`src/dnsap_pkg.sv`:
```
// ----------------------------------------------------------------------------
// dnsap_pkg
// Shared types and constants of the DNS A-record response parser.
// ----------------------------------------------------------------------------
package dnsap_pkg;

  typedef enum logic [3:0] {
    PH_HEADER,
    PH_Q_LEN,
    PH_Q_LABEL,
    PH_Q_TAIL,
    PH_A_LEN,
    PH_A_PTR,
    PH_A_LABEL,
    PH_A_FIXED,
    PH_A_RDATA,
    PH_A_ADDR
  } phase_e;

  typedef enum logic [2:0] {
    ST_OK,
    ST_TRUNC,
    ST_BAD_ID,
    ST_RCODE,
    ST_NO_ANS,
    ST_BAD_LEN,
    ST_NO_A
  } status_e;

  typedef struct packed {
    logic [7:0] data_byte;
    logic       last_byte;
  } item_t;

  typedef struct packed {
    status_e     status;
    logic [31:0] address;
  } result_t;

  localparam logic [3:0]  HDR_LEN         = 4'd12;
  localparam logic [3:0]  FIXED_LEN       = 4'd10;
  localparam logic [3:0]  TAIL_LEN        = 4'd4;
  localparam logic [3:0]  ADDR_LEN        = 4'd4;
  localparam logic [7:0]  PTR_BITS        = 8'hC0;
  localparam logic [15:0] QR_BIT          = 16'h8000;
  localparam logic [15:0] TC_BIT          = 16'h0200;
  localparam logic [15:0] RCODE_BITS      = 16'h000F;
  localparam logic [31:0] TYPE_CLASS_A_IN = 32'h0001_0001;
  localparam logic [15:0] A_RDLEN         = 16'd4;

  localparam logic REG_EXPECTED_ID = 1'b0;

endpackage

```
`src/dnsap_parser.sv`:
```
// ----------------------------------------------------------------------------
// dnsap_parser
// Per-packet parse state and the byte decode that yields one status per packet.
// ----------------------------------------------------------------------------
module dnsap_parser (
  input  logic               clk_i,
  input  logic               rst_ni,
  input  logic               step_i,
  input  dnsap_pkg::item_t   item_i,
  input  logic [15:0]        expected_id_i,
  output logic               res_valid_o,
  output dnsap_pkg::result_t res_o
);

  dnsap_pkg::phase_e phase_q, phase_d;
  logic [3:0]  byte_count_q, byte_count_d;
  logic [15:0] flags_word_q, flags_word_d;
  logic [15:0] questions_left_q, questions_left_d;
  logic [15:0] answers_left_q, answers_left_d;
  logic [15:0] skip_left_q, skip_left_d;
  logic [31:0] type_class_q, type_class_d;
  logic [31:0] addr_shift_q, addr_shift_d;
  logic        decided_q, decided_d;

  logic               res_valid;
  dnsap_pkg::status_e res_status;
  logic [31:0]        res_addr;
  logic [3:0]         cnt_inc;
  logic [7:0]         b;

  assign b       = item_i.data_byte;
  assign cnt_inc = byte_count_q + 4'd1;

  always_comb begin
    phase_d          = phase_q;
    byte_count_d     = byte_count_q;
    flags_word_d     = flags_word_q;
    questions_left_d = questions_left_q;
    answers_left_d   = answers_left_q;
    skip_left_d      = skip_left_q;
    type_class_d     = type_class_q;
    addr_shift_d     = addr_shift_q;
    decided_d        = decided_q;
    res_valid        = 1'b0;
    res_status       = dnsap_pkg::ST_OK;
    res_addr         = 32'd0;

    if (!decided_q) begin
      case (phase_q)
        dnsap_pkg::PH_HEADER: begin
          if (byte_count_q < 4'd2) begin
            type_class_d = {16'd0, type_class_q[7:0], b};
          end else if (byte_count_q < 4'd4) begin
            flags_word_d = {flags_word_q[7:0], b};
          end else if (byte_count_q < 4'd6) begin
            questions_left_d = {questions_left_q[7:0], b};
          end else if (byte_count_q < 4'd8) begin
            answers_left_d = {answers_left_q[7:0], b};
          end
          byte_count_d = cnt_inc;
          if (cnt_inc >= dnsap_pkg::HDR_LEN) begin
            byte_count_d = 4'd0;
            if (type_class_d != {16'd0, expected_id_i} ||
                (flags_word_d & dnsap_pkg::QR_BIT) == 16'd0) begin
              res_valid  = 1'b1;
              res_status = dnsap_pkg::ST_BAD_ID;
            end else if ((flags_word_d & (dnsap_pkg::TC_BIT | dnsap_pkg::RCODE_BITS))
                         != 16'd0) begin
              res_valid  = 1'b1;
              res_status = dnsap_pkg::ST_RCODE;
            end else if (answers_left_d == 16'd0) begin
              res_valid  = 1'b1;
              res_status = dnsap_pkg::ST_NO_ANS;
            end else begin
              phase_d = (questions_left_d == 16'd0) ? dnsap_pkg::PH_A_LEN
                                                    : dnsap_pkg::PH_Q_LEN;
            end
          end
        end
        dnsap_pkg::PH_Q_LEN: begin
          if (b != 8'd0) begin
            skip_left_d = {8'd0, b};
            phase_d     = dnsap_pkg::PH_Q_LABEL;
          end else begin
            byte_count_d = 4'd0;
            phase_d      = dnsap_pkg::PH_Q_TAIL;
          end
        end
        dnsap_pkg::PH_Q_LABEL: begin
          skip_left_d = skip_left_q - 16'd1;
          if (skip_left_d == 16'd0) begin
            phase_d = dnsap_pkg::PH_Q_LEN;
          end
        end
        dnsap_pkg::PH_Q_TAIL: begin
          byte_count_d = cnt_inc;
          if (cnt_inc >= dnsap_pkg::TAIL_LEN) begin
            byte_count_d     = 4'd0;
            questions_left_d = questions_left_q - 16'd1;
            phase_d = (questions_left_d == 16'd0) ? dnsap_pkg::PH_A_LEN
                                                  : dnsap_pkg::PH_Q_LEN;
          end
        end
        dnsap_pkg::PH_A_LEN: begin
          if ((b & dnsap_pkg::PTR_BITS) != 8'd0) begin
            phase_d = dnsap_pkg::PH_A_PTR;
          end else if (b != 8'd0) begin
            skip_left_d = {8'd0, b};
            phase_d     = dnsap_pkg::PH_A_LABEL;
          end else begin
            byte_count_d = 4'd0;
            type_class_d = 32'd0;
            phase_d      = dnsap_pkg::PH_A_FIXED;
          end
        end
        dnsap_pkg::PH_A_PTR: begin
          byte_count_d = 4'd0;
          type_class_d = 32'd0;
          phase_d      = dnsap_pkg::PH_A_FIXED;
        end
        dnsap_pkg::PH_A_LABEL: begin
          skip_left_d = skip_left_q - 16'd1;
          if (skip_left_d == 16'd0) begin
            phase_d = dnsap_pkg::PH_A_LEN;
          end
        end
        dnsap_pkg::PH_A_FIXED: begin
          if (byte_count_q < 4'd4) begin
            type_class_d = {type_class_q[23:0], b};
          end else if (byte_count_q >= 4'd8) begin
            skip_left_d = {skip_left_q[7:0], b};
          end
          byte_count_d = cnt_inc;
          if (cnt_inc >= dnsap_pkg::FIXED_LEN) begin
            byte_count_d = 4'd0;
            if (type_class_d == dnsap_pkg::TYPE_CLASS_A_IN) begin
              if (skip_left_d != dnsap_pkg::A_RDLEN) begin
                res_valid  = 1'b1;
                res_status = dnsap_pkg::ST_BAD_LEN;
              end else begin
                addr_shift_d = 32'd0;
                phase_d      = dnsap_pkg::PH_A_ADDR;
              end
            end else if (skip_left_d == 16'd0) begin
              answers_left_d = answers_left_q - 16'd1;
              if (answers_left_d == 16'd0) begin
                res_valid  = 1'b1;
                res_status = dnsap_pkg::ST_NO_A;
              end else begin
                phase_d = dnsap_pkg::PH_A_LEN;
              end
            end else begin
              phase_d = dnsap_pkg::PH_A_RDATA;
            end
          end
        end
        dnsap_pkg::PH_A_RDATA: begin
          skip_left_d = skip_left_q - 16'd1;
          if (skip_left_d == 16'd0) begin
            answers_left_d = answers_left_q - 16'd1;
            if (answers_left_d == 16'd0) begin
              res_valid  = 1'b1;
              res_status = dnsap_pkg::ST_NO_A;
            end else begin
              phase_d = dnsap_pkg::PH_A_LEN;
            end
          end
        end
        dnsap_pkg::PH_A_ADDR: begin
          addr_shift_d = {addr_shift_q[23:0], b};
          byte_count_d = cnt_inc;
          if (cnt_inc >= dnsap_pkg::ADDR_LEN) begin
            res_valid  = 1'b1;
            res_status = dnsap_pkg::ST_OK;
            res_addr   = addr_shift_d;
          end
        end
        default: begin
          phase_d = phase_q;
        end
      endcase
      if (res_valid) begin
        decided_d = 1'b1;
      end
    end

    if (item_i.last_byte && !res_valid && !decided_q) begin
      res_valid  = 1'b1;
      res_status = dnsap_pkg::ST_TRUNC;
    end

    // last byte starts a fresh packet
    if (item_i.last_byte) begin
      phase_d          = dnsap_pkg::PH_HEADER;
      byte_count_d     = 4'd0;
      flags_word_d     = 16'd0;
      questions_left_d = 16'd0;
      answers_left_d   = 16'd0;
      skip_left_d      = 16'd0;
      type_class_d     = 32'd0;
      addr_shift_d     = 32'd0;
      decided_d        = 1'b0;
    end
  end

  always_ff @(posedge clk_i or negedge rst_ni) begin
    if (!rst_ni) begin
      phase_q          <= dnsap_pkg::PH_HEADER;
      byte_count_q     <= 4'd0;
      flags_word_q     <= 16'd0;
      questions_left_q <= 16'd0;
      answers_left_q   <= 16'd0;
      skip_left_q      <= 16'd0;
      type_class_q     <= 32'd0;
      addr_shift_q     <= 32'd0;
      decided_q        <= 1'b0;
    end else if (step_i) begin
      phase_q          <= phase_d;
      byte_count_q     <= byte_count_d;
      flags_word_q     <= flags_word_d;
      questions_left_q <= questions_left_d;
      answers_left_q   <= answers_left_d;
      skip_left_q      <= skip_left_d;
      type_class_q     <= type_class_d;
      addr_shift_q     <= addr_shift_d;
      decided_q        <= decided_d;
    end
  end

  assign res_valid_o   = res_valid;
  assign res_o.status  = res_status;
  assign res_o.address = res_addr;

endmodule

```
`src/dns_a_record_response_parser_unit.sv`:
```
// ----------------------------------------------------------------------------
// dns_a_record_response_parser_unit
// DNS response parser that extracts the first IN class A address of a packet.
// ----------------------------------------------------------------------------
// Takes one payload byte per cycle (tlast on the final byte) and gives one
// status item per packet, either at the byte that decides the outcome or at
// the last byte. Each byte passes an input register, a combinational decode
// against the parse state, and an output register that holds the status item
// of the deciding byte, and a byte is accepted every cycle while the output
// side keeps up. Write the expected request id at address 0 before the packet
// starts.
module dns_a_record_response_parser_unit (
  input  logic        clk_i,
  input  logic        rst_ni,
  // apb configuration port
  input  logic        psel,
  input  logic        penable,
  input  logic        pwrite,
  input  logic [2:0]  paddr,
  input  logic [31:0] pwdata,
  output logic [31:0] prdata,
  output logic        pready,
  // input stream
  input  logic        s_axis_tvalid,
  output logic        s_axis_tready,
  input  logic [7:0]  s_axis_tdata,   // [7:0] data_byte
  input  logic        s_axis_tlast,   // last_byte
  // result stream
  output logic        m_axis_tvalid,
  input  logic        m_axis_tready,
  output logic [39:0] m_axis_tdata    // [2:0] status, [34:3] address, [39:35] zero
);

  logic [15:0]        expected_id_q;
  logic               reg_sel;

  logic               in_valid_q;
  dnsap_pkg::item_t   in_item_q;
  logic               advance;

  logic               res_valid;
  dnsap_pkg::result_t res;

  logic               out_valid_q;
  dnsap_pkg::result_t out_q;

  // configuration register
  assign pready  = 1'b1;
  assign reg_sel = (paddr[2] == dnsap_pkg::REG_EXPECTED_ID);
  assign prdata  = reg_sel ? {16'd0, expected_id_q} : 32'd0;

  always_ff @(posedge clk_i or negedge rst_ni) begin
    if (!rst_ni) begin
      expected_id_q <= 16'd0;
    end else if (psel && penable && pwrite && reg_sel) begin
      expected_id_q <= pwdata[15:0];
    end
  end

  // input register
  assign advance       = in_valid_q && (!out_valid_q || m_axis_tready);
  assign s_axis_tready = !in_valid_q || advance;

  always_ff @(posedge clk_i or negedge rst_ni) begin
    if (!rst_ni) begin
      in_valid_q <= 1'b0;
    end else if (s_axis_tready) begin
      in_valid_q <= s_axis_tvalid;
    end
  end

  always_ff @(posedge clk_i) begin
    if (s_axis_tvalid && s_axis_tready) begin
      in_item_q.data_byte <= s_axis_tdata;
      in_item_q.last_byte <= s_axis_tlast;
    end
  end

  dnsap_parser u_parser (
    .clk_i         (clk_i),
    .rst_ni        (rst_ni),
    .step_i        (advance),
    .item_i        (in_item_q),
    .expected_id_i (expected_id_q),
    .res_valid_o   (res_valid),
    .res_o         (res)
  );

  // result register
  always_ff @(posedge clk_i or negedge rst_ni) begin
    if (!rst_ni) begin
      out_valid_q <= 1'b0;
    end else if (advance) begin
      out_valid_q <= res_valid;
    end else if (m_axis_tready) begin
      out_valid_q <= 1'b0;
    end
  end

  always_ff @(posedge clk_i) begin
    if (advance && res_valid) begin
      out_q <= res;
    end
  end

  assign m_axis_tvalid = out_valid_q;
  assign m_axis_tdata  = {5'd0, out_q.address, out_q.status};

  a_nonok_zero_addr: assert property (@(posedge clk_i) disable iff (!rst_ni)
    out_valid_q |-> (out_q.status == dnsap_pkg::ST_OK || out_q.address == 32'd0))
    else $error("non-ok status carries an address");

  a_result_loaded: assert property (@(posedge clk_i) disable iff (!rst_ni)
    (advance && res_valid) |=> out_valid_q)
    else $error("decoded status not registered");

  a_stall_holds_input: assert property (@(posedge clk_i) disable iff (!rst_ni)
    (in_valid_q && out_valid_q && !m_axis_tready) |=> in_valid_q)
    else $error("input item dropped while output stalled");

  a_status_range: assert property (@(posedge clk_i) disable iff (!rst_ni)
    out_valid_q |-> (out_q.status <= dnsap_pkg::ST_NO_A))
    else $error("status code out of range");

endmodule

```
`config.mk`:
```
export PLATFORM = sky130hd
export DESIGN_NAME = dns_a_record_response_parser_unit
export DESIGN_NICKNAME = d
export VERILOG_FILES = /design/src/dnsap_pkg.sv /design/src/dnsap_parser.sv /design/src/dns_a_record_response_parser_unit.sv
export SDC_FILE = /design/constraint.sdc
export NUM_CORES = 1
export LEC_CHECK = 0
export ABC_AREA = 0
export BUFFER_PORTS_ARGS = -buffer_cell sky130_fd_sc_hd__buf_4
export CAP_MARGIN = 20
export CORE_MARGIN = 4
export CORE_UTILIZATION = 35
export DETAILED_ROUTE_END_ITERATION = 6
export GPL_ROUTABILITY_DRIVEN = 0
export PLACE_DENSITY = 0.61
export SYNTH_ARGS = -nofsm -noshare
export SYNTH_HDL_FRONTEND = slang
export SYNTH_SLANG_ARGS = --single-unit
```
`constraint.sdc`:
```
create_clock -name clk_i -period 4.37 [get_ports clk_i]
set_input_delay 0.6555 -clock clk_i [delete_from_list [all_inputs] [get_ports clk_i]]
set_output_delay 0.6555 -clock clk_i [all_outputs]
set_load 0.03 [all_outputs]
```
==> impl_metrics.toml <==
[critical_path]
setup.worst_path.class = "reg -> reg"
cp-start-kind = "register"
critPathMaxFanout = 29
rr_worst_depth = 9
endpoint_kind = "register"
worstPathArrival_ns = 3.88
required_ns = 4.52

[clocking]
postCtsSetupBuffers = 0
post_cts_resized = 0
cts_hold_buf = 0
clockBufferDepth = 2
insertion_delay_ns = 0.46
htreeDepth = 4
numCtsBuffers = 17
cts_tree = "yes"
cts-root-buf = "clkbuf_16"
path_clk_slew_ns = 0.08
cts.sink_count = 182

[timing]
finalHoldViolations = 0
rsz0062_at_grt = "false"
finalClockSkew_ns = 0.0206
period_share = 0.853
fin_setup_tns_ns = 0
tightest_slew_ns = 1.04
relSlewSlack = 0.305
period_needed_ns = 3.73
finalMaxSlewViolations = 0
max_freq_ghz = 0.268
fin_ws_ns = 0.644
holdWs_ns = 0.239
finalSetupViolations = 0

[logic_synthesis]
synthFlopType = "dfrtp_1"
yosysTopAreaCellShare = 0.302
synth_seq_cells = 182
yosys_warnings = 0
async_flop_share = 0.758
syn_inst = 1328
synth_area_per_cell_um2 = 8.62
yosys.area.top_type = "dfrtp_1"
syn_area_um2 = 11400
synth_area_leaders = "dfrtp_1, edfxtp_1, nor2_1"
synth_edf_count = 44
ys_types = 88
yosysSeqAreaShare = 0.417

[floorplan]
dieArea_um2 = 35700
rows = 65
io_pins = 126
dieWidth_um = 189
initial_core_util = 0.359
coreArea_um2 = 31900
die_h_um = 189

[placed_design]
dp_slack_ns = 0.717
dp_hpwl_mm = 22.6
place.port_buffers = 85

[worst_hold_path]
hp-class = "in -> async"

[finish]
nFillCells = 3248
syn_to_final_growth_pct = 13.8
drive_gt1_frac = 0.153
final_common_cell = "nor2_1"
num_antenna_cells = 0
nets = 1426
final_cell_mix = "nor2_1, dfrtp_1, buf_4, nand2_1, o21ai_0"

[outcome]
outcome = "finished, final reports clean"

[routing]
dr.pass1.iters = 5
vias = 10396
wire_per_inst_um = 18.4
dr.first_iter.drc_count = 1049
totalWireLength_mm = 33.4
drtAntennaViolNets = 0
viasPerCell = 5.72
drc = 0

[power]
peakVddDrop_v = 0.000311
p_per_area_nw_per_um2 = 564
p_leak_nw = 5.28
total_power_mw = 7.35

[global_route]
grt_pass1_wl_mm = 53.9
grt_max_degree = 139
grt-ovfl-total = 0
grt_use_total = 0.186
first_global_vias = 9893
antenna_found_initial = 0

[flow_run]
cap_violations = 0
==> cell families (layout without fill, tap and decap cells) <==
family,Yosys count,count (layout),share of synthesized area
AO/OA/AOI/OAI,384,384,0.222
XOR/XNOR,19,19,0.0145
adder cells (fa/ha/maj),7,7,0.00765
buffers and inverters,151,184,0.0614
flip-flops,182,182,0.417
multiplexers,32,32,0.0302
other,2,22,0.000656
AND/OR/NAND/NOR,551,551,0.247
==> flip-flops by register name, summed over array words and instances, names as in the netlist <==
register,cells
m_axis_tdata,35
u_parser.type_class_q,32
u_parser.addr_shift_q,24
expected_id_q,16
u_parser.answers_left_q,16
u_parser.questions_left_q,16
u_parser.skip_left_q,16
in_item_q,9
u_parser.flags_word_q,7
u_parser.byte_count_q,4
u_parser.phase_q,4
in_valid_q,1
m_axis_tvalid,1
u_parser.decided_q,1
==> critical path, cell delays in order, from the launching register on <==
cell,delay [ns]
dfrtp_1,0.55
or4b_2,0.70
nor3b_1,0.40
o221ai_1,0.27
a211oi_1,0.38
and2_1,0.19
o2111ai_1,0.15
nand2_1,0.20
o31a_2,0.33
buf_12,0.23
==> final timing paths <==
| kind | start | endpoint | slack (ns) |
|---|---|---|---|
| hold / removal | rst_ni | u_parser.questions_left_q[12] | 0.24 |
| max in group asynchronous | rst_ni | u_parser.skip_left_q[13] | 3.40 |
| setup reg to reg | u_parser.skip_left_q[2] | m_axis_tdata[7] | 0.64 |
| setup / recovery | u_parser.skip_left_q[2] | m_axis_tdata[7] | 0.64 |
| hold reg to reg | u_parser.addr_shift_q[16] | u_parser.addr_shift_q[16] | 0.47 |
| min in group clk_i | s_axis_tdata[2] | in_item_q[3] | 0.39 |
==> cell type report <==
class / instances / area [µm²] / area share
inverter: 26 / 97.6 / 0.00749
tap: 435 / 544 / 0.0418
sequential: 182 / 4770 / 0.366
timing repair buffer: 126 / 975 / 0.0748
clock buffer: 19 / 433 / 0.0332
clock inverter: 13 / 140 / 0.0108
multi-input combinational: 1015 / 6060 / 0.465
==> synth_stat cells, types with 11 or more instances <==
| library cell | number |
|---|---|
| mux2_2 | 20 |
| o31ai_1 | 27 |
| buf_2 | 11 |
| nand4_1 | 19 |
| dfrtp_1 | 138 |
| buf_4 | 26 |
| nor2b_1 | 31 |
| nor3_1 | 43 |
| a31oi_1 | 11 |
| mux2i_1 | 12 |
| clkbuf_1 | 83 |
| edfxtp_1 | 44 |
| and3_1 | 13 |
| nand2_1 | 118 |
| xnor2_1 | 11 |
| and2_1 | 40 |
| nor4_1 | 27 |
| o21ai_0 | 97 |
| a22o_1 | 24 |
| nand3_1 | 31 |
| a211oi_1 | 13 |
| or3_1 | 13 |
| nor2_1 | 147 |
| o22ai_1 | 23 |
| a21oi_1 | 84 |
| inv_1 | 26 |
==> power breakdown <==
| group | total [mW] | switching [mW] | internal, mW |
|---|---|---|---|
| sequential | 2.56 | 0.528 | 2.03 |
| clock | 1.55 | 0.741 | 0.805 |
| combinational | 3.25 | 1.98 | 1.27 |
==> stage by stage <==
| stage | utilization | cells | area (µm²) |
|---|---|---|---|
| floorplan | - | 1348 | 11500 |
| global placement | 0.390 | 1783 | 12400 |
| detailed placement | 0.390 | 1783 | 12400 |
| CTS | 0.408 | 1815 | 13000 |
| global route | 0.409 | 1816 | 13000 |
| finish | 0.409 | 1816 | 13000 |
==> metal layers <==
metal,share of wire,routed length [µm],track usage,vias up
met5,0,0,0,-
met4,0.027,912,0.0757,0
met3,0.063,2090,0.0358,54
met2,0.45,15000,0.283,406
met1,0.46,15400,0.261,5013
li1,-,-,-,4923
(Power assumes the default switching activity.)
